`src/design/zc_pkg.sv`:
```
`timescale 1ns / 1ps
`default_nettype none

package zc_pkg;

	// Configuration register indexes
	localparam logic CFG_ROOT = 1'b0;
	localparam logic CFG_LEN  = 1'b1;

	// Quadrant codes of the phase word
	localparam logic [1:0] QUAD_0 = 2'd0;
	localparam logic [1:0] QUAD_1 = 2'd1;
	localparam logic [1:0] QUAD_2 = 2'd2;
	localparam logic [1:0] QUAD_3 = 2'd3;

	// Q30 arithmetic
	localparam logic [30:0] Q30_ONE     = 31'h4000_0000;
	localparam logic [30:0] HALF_PI_Q30 = 31'd1686629713;
	localparam logic [60:0] ROUND_Q30   = 61'h2000_0000;

	localparam int HORNER_STEPS = 7;
	localparam int SIN_STEPS    = 6;

	// Taylor divisors become exact reciprocals: floor(p/d) = (p*M) >> SH
	// for every 32-bit p, with M = ceil(2^SH / d) and SH = 32 + ceil(log2 d).
	localparam logic [63:0] COS_M [HORNER_STEPS] = '{
		((64'd1 << 40) + 64'd181) / 64'd182,
		((64'd1 << 40) + 64'd131) / 64'd132,
		((64'd1 << 39) + 64'd89) / 64'd90,
		((64'd1 << 38) + 64'd55) / 64'd56,
		((64'd1 << 37) + 64'd29) / 64'd30,
		((64'd1 << 36) + 64'd11) / 64'd12,
		((64'd1 << 33) + 64'd1) / 64'd2
	};
	localparam int COS_SH [HORNER_STEPS] = '{40, 40, 39, 38, 37, 36, 33};

	localparam logic [63:0] SIN_M [HORNER_STEPS] = '{
		((64'd1 << 40) + 64'd155) / 64'd156,
		((64'd1 << 39) + 64'd109) / 64'd110,
		((64'd1 << 39) + 64'd71) / 64'd72,
		((64'd1 << 38) + 64'd41) / 64'd42,
		((64'd1 << 37) + 64'd19) / 64'd20,
		((64'd1 << 35) + 64'd5) / 64'd6,
		64'd0
	};
	localparam int SIN_SH [HORNER_STEPS] = '{40, 39, 39, 38, 37, 35, 0};

	// Sideband that rides along the sine/cosine pipeline
	typedef struct packed {
		logic        err;
		logic [1:0]  quad;
		logic [30:0] x;
		logic [31:0] x2;
	} zc_ctl_t;

endpackage

`default_nettype wire

```
`src/design/zc_divpipe.sv`:
```
`timescale 1ns / 1ps
`default_nettype none

// Restoring divider, one quotient bit per stage.
module zc_divpipe
	import zc_pkg::*;
#(
	parameter int NUM_W = 24,
	parameter int DEN_W = 14,
	parameter int STEPS = 24
) (
	input  wire logic             clk,
	input  wire logic             arst_n,
	input  wire logic             en,
	input  wire logic             in_valid,
	input  wire logic             in_err,
	input  wire logic [NUM_W-1:0] in_num,
	input  wire logic [DEN_W-1:0] den,
	output logic                  out_valid,
	output logic                  out_err,
	output logic [DEN_W-1:0]      out_rem,
	output logic [STEPS-1:0]      out_quo
);

	localparam int W = NUM_W + DEN_W;

	logic [STEPS-1:0] v_s;
	logic [STEPS-1:0] err_s;
	logic [NUM_W-1:0] rem_s [STEPS];
	logic [STEPS-1:0] quo_s [STEPS];
	logic [NUM_W-1:0] rem_n [STEPS];
	logic [STEPS-1:0] quo_n [STEPS];

	always_comb begin
		logic [NUM_W-1:0] rem_in;
		logic [STEPS-1:0] quo_in;
		logic [W-1:0]     den_sh;
		for (int i = 0; i < STEPS; i++) begin
			if (i == 0) begin
				rem_in = in_num;
				quo_in = '0;
			end else begin
				rem_in = rem_s[i-1];
				quo_in = quo_s[i-1];
			end
			den_sh = W'(den) << (STEPS - 1 - i);
			if (W'(rem_in) >= den_sh) begin
				rem_n[i] = NUM_W'(W'(rem_in) - den_sh);
				quo_n[i] = quo_in | (STEPS'(1) << (STEPS - 1 - i));
			end else begin
				rem_n[i] = rem_in;
				quo_n[i] = quo_in;
			end
		end
	end

	always_ff @(posedge clk or negedge arst_n) begin
		if (!arst_n) begin
			v_s <= '0;
		end else if (en) begin
			v_s <= {v_s[STEPS-2:0], in_valid};
		end
	end

	always_ff @(posedge clk) begin
		if (en) begin
			err_s <= {err_s[STEPS-2:0], in_err};
			rem_s <= rem_n;
			quo_s <= quo_n;
		end
	end

	assign out_valid = v_s[STEPS-1];
	assign out_err   = err_s[STEPS-1];
	assign out_rem   = DEN_W'(rem_s[STEPS-1]);
	assign out_quo   = quo_s[STEPS-1];

endmodule

`default_nettype wire

```
`config.mk`:
```
export PLATFORM = sky130hd
export DESIGN_NAME = zc_divpipe
export DESIGN_NICKNAME = d
export VERILOG_FILES = /design/src/design/zc_pkg.sv /design/src/design/zc_divpipe.sv
export SDC_FILE = /design/constraint.sdc
export NUM_CORES = 1
export LEC_CHECK = 0
export BUFFER_PORTS_ARGS = -buffer_cell sky130_fd_sc_hd__clkbuf_2
export CORE_UTILIZATION = 63
export DETAILED_ROUTE_END_ITERATION = 7
export PLACE_DENSITY = 0.8
export SETUP_SLACK_MARGIN = 0.3
export SYNTH_ARGS = -nofsm -noshare
export SYNTH_HDL_FRONTEND = slang
export SYNTH_SLANG_ARGS = --single-unit
```
`constraint.sdc`:
```
create_clock -name clk -period 4 [get_ports clk]
set_clock_uncertainty 0.2 [all_clocks]
set_input_delay 0.8 -clock clk [delete_from_list [all_inputs] [get_ports clk]]
set_output_delay 0.8 -clock clk [all_outputs]
set_load 0.1 [all_outputs]
```
==> metrics.cfg <==
[run_status]
run_status = finished clean

[power]
intPower_w = 0.0211
power_frac_seq_pct = 43.9
post-layout-total-power_w = 0.0302
p_sw_share_pct = 30.0
p_clk_share_pct = 28.5
power.combinational.fraction_pct = 27.6
peakVddDrop_mv = 0.468
power.static_leakage_nw = 18.8
pwr_density_cell_nw_per_um2 = 612
power.switching_w = 0.00905

[global_routing]
global_route_wire_length_before_repair_um = 143000
groute.usage.overall_pct = 26.2
antenna_found_initial = 0
grt_pass1_vias = 26900
grt_overflow_total = 0
grt_start_max_net_pins = 124

[worst_setup_path]
cp-end-kind = register
cp.required_ps = 4200
critical_path.max_fanout = 8
setup.worst_path.start_class = input pin
worst-endpoint-arrival_ps = 3750
critical_path_class = in2reg

[synthesis]
synth_cells = 3068
synth-seq-cells = 914
yosys_most_used_dff = sky130_fd_sc_hd__edfxtp_1
synth-edff-count = 890
yosysTopAreaCell = sky130_fd_sc_hd__edfxtp_1
synth_area_leaders = sky130_fd_sc_hd__edfxtp_1 62%, sky130_fd_sc_hd__ha_1 7.1%, sky130_fd_sc_hd__mux2_2 3.2%
synth.yosys.seq_area_share_pct = 63.6
synth_warnings = 0
syn-num-nets = 3379
post-synth-top-count-cell = sky130_fd_sc_hd__edfxtp_1
syn_area_um2 = 43000
synth_area_per_cell_um2 = 14.0
post_synth_num_cell_types = 91
synth_top_cell_area_share_pct = 62.2
netlist_top_cells_count = 890 x sky130_fd_sc_hd__edfxtp_1, 245 x sky130_fd_sc_hd__ha_1, 182 x sky130_fd_sc_hd__nand2_1, 182 x sky130_fd_sc_hd__o21ai_0, 162 x sky130_fd_sc_hd__a21oi_1
asyncSetResetFlopFracSynth_pct = 2.63

[routing]
drt.antenna.violating_nets = 0
wl_um = 90000
via_per_inst = 6.11
via_count = 26600
route.detailed.wl_per_inst_um = 20.7
detailedRoute.firstPassIterationCount = 6
drt_drc_violations_left = 0
drt_first_iter_violations = 2140

[sta]
final_hold_viol_count = 0
max-slew-margin-rel_pct = 20.9
worstMarginPinSlew_ps = 1190
final_setup_violation_count = 0
share_of_the_clock_period_used_by_the_worst_path_after_layout_pct = 88.6
timing_max_transition_violations_final = 0
final.min_clock_period_ps = 3540
clock.fmax_mhz = 282
unrepaired_setup_endpoints_after_global_routing = false
postLayoutSetupSlackWorst_ps = 455

[floorplanning]
core-area_um2 = 67300
die_width_um = 263
num_io_pins = 83
row_count = 95
initial_cell_density_of_the_core_pct = 63.9
dieHeight_um = 263
die_area_um2 = 69300

[cts]
cts_tree = done
numCtsBuffers = 91
cts_htree_levels = 3
max-clock-path-buffers = 3
clk_pin_slew_ps = 60
cts-resized-gates = 0
worst_skew_pair.late_latency_ps = 660
clock_sink_count = 914
ctsRootBufferMaster = sky130_fd_sc_hd__clkbuf_16
postCtsSetupBuffers = 0

[placement]
post-dp-hpwl_um = 64300
gpl.final_weighted_congestion = 0.920
pre_cts_setup_slack_ps = -78.2
buffer_ports.inserted = 82

[finish]
proportion_of_layout_cells_with_a_drive_suffix_above_1_pct = 18.0
numnets_final = 3711
area_growth_synth_to_finish_pct = 14.8
diodes = 0

[hold_path]
min-delay-path-class = in2reg

[flow_run]
max_cap_viol_count = 0

[through the flow]
step                      utilization [%]  instance area [um^2]  setup TNS, ps  hold slack, ps  std cells
final                                73.3                 49300              0             125       4350
after detailed placement             68.8                 46300           -795             205       4179
after CTS                            73.3                 49300              0            82.8       4350
after global placement               68.8                 46300          -5.10             200       4179
after global routing                 73.3                 49300              0            93.7       4350
after floorplan                         -                 43100              0             200       3068
[kinds of logic (layout without fill, tap and decap cells)]
family / Yosys count / after routing / share of synthesized area (%)
compound gates: 644 / 644 / 9.63
fa+ha+maj: 268 / 268 / 8.20
buf+inv: 183 / 592 / 1.83
simple gates: 699 / 699 / 8.53
xor+xnor: 206 / 206 / 4.20
mux: 154 / 154 / 4.03
flops: 914 / 914 / 63.6
[path summary, 6_finish.rpt]
path	start	to	slack, ps	depth (start not counted)
worst max register to register	rem_s[424]$_DFFE_PP_	rem_s[404]$_DFFE_PP_	590	11
worst max-delay path	den[0]	rem_s[404]$_DFFE_PP_	460	12
worst min register to register	quo_s[118]$_DFFE_PP_	quo_s[94]$_DFFE_PP_	200	0
worst min-delay path	in_err	err_s[0]$_DFFE_PP_	120	1
min in group asynchronous	arst_n	v_s[7]$_DFFE_PN0P_	510	2
max in group asynchronous	arst_n	v_s[17]$_DFFE_PN0P_	2690	2
[power by group through the flow]
stage | clock [W] | sequential (W) | combinational [W]
floorplan | 0 | 0.0132 | 0.00601
global placement | 0 | 0.0134 | 0.00786
detailed placement | 0 | 0.0134 | 0.00819
CTS | 0.00875 | 0.0132 | 0.00827
global route | 0.00911 | 0.0134 | 0.00914
finish | 0.00859 | 0.0133 | 0.00834
[cell usage in the layout (no fill, tap or decap), types with 16 or more instances in the layout]
master                      instances
sky130_fd_sc_hd__clkbuf_16         94
sky130_fd_sc_hd__clkinv_1          18
sky130_fd_sc_hd__ha_1             241
sky130_fd_sc_hd__a21oi_1          158
sky130_fd_sc_hd__nand2_1          182
sky130_fd_sc_hd__edfxtp_1         890
sky130_fd_sc_hd__buf_12            27
sky130_fd_sc_hd__o211ai_1          16
sky130_fd_sc_hd__fa_1              21
sky130_fd_sc_hd__nand4_1           38
sky130_fd_sc_hd__xor2_1            87
sky130_fd_sc_hd__a21o_1            71
sky130_fd_sc_hd__mux2i_1           24
sky130_fd_sc_hd__nand2b_1          45
sky130_fd_sc_hd__nor4_1            56
sky130_fd_sc_hd__dfrtp_1           24
sky130_fd_sc_hd__o31ai_1           16
sky130_fd_sc_hd__xnor2_1          119
sky130_fd_sc_hd__inv_1            117
sky130_fd_sc_hd__o21ai_0          182
sky130_fd_sc_hd__buf_4            191
sky130_fd_sc_hd__mux2_2           115
sky130_fd_sc_hd__clkinv_2          18
sky130_fd_sc_hd__nor2b_1           50
sky130_fd_sc_hd__o21a_1            44
sky130_fd_sc_hd__nor4b_1           17
sky130_fd_sc_hd__clkbuf_2          81
sky130_fd_sc_hd__nor3_1            52
sky130_fd_sc_hd__a31oi_1           19
sky130_fd_sc_hd__nand3_1           28
sky130_fd_sc_hd__nor2_1           140
[what timing repair did]
action / CTS / global route
endpoints found under the setup margin: 0 / 0
hold buffers: 1 / 0
hold endpoints to repair: 24 / 0
[state kept, by name, summed over array words and instances (netlist names)]
| register | count |
|---|---|
| v_s | 24 |
| err_s | 24 |
| rem_s | 552 |
| out_rem | 14 |
| quo_s | 276 |
| out_quo | 24 |
[critical path, cell delays in order]
cell	delay, ps
sky130_fd_sc_hd__clkbuf_2	110
sky130_fd_sc_hd__buf_4	210
sky130_fd_sc_hd__ha_1	250
sky130_fd_sc_hd__fa_1	420
sky130_fd_sc_hd__nor2b_1	130
sky130_fd_sc_hd__o21ai_0	130
sky130_fd_sc_hd__a21boi_0	280
sky130_fd_sc_hd__o21ai_0	150
sky130_fd_sc_hd__a21boi_0	310
sky130_fd_sc_hd__o21ai_0	160
sky130_fd_sc_hd__a21oi_2	390
sky130_fd_sc_hd__mux2_2	390
[metal layers]
layer | vias to the layer above | share of wire [%] | track usage [%]
met4 | 0 | 3.7 | 9.83
li1 | 12500 | - | -
met2 | 862 | 51 | 45.7
met1 | 13000 | 41 | 33.4
met3 | 216 | 5.1 | 3.61
met5 | - | 0 | 0
[area by class of cell]
class,count,area (um^2)
timing repair buffer,301,2400
clock inverter,57,579
sequential,914,27300
fill,4234,17900
tap,873,1090
clock buffer,113,2470
inverter,121,465
multi-input combinational,1971,15000
(Power assumes the default switching activity.)
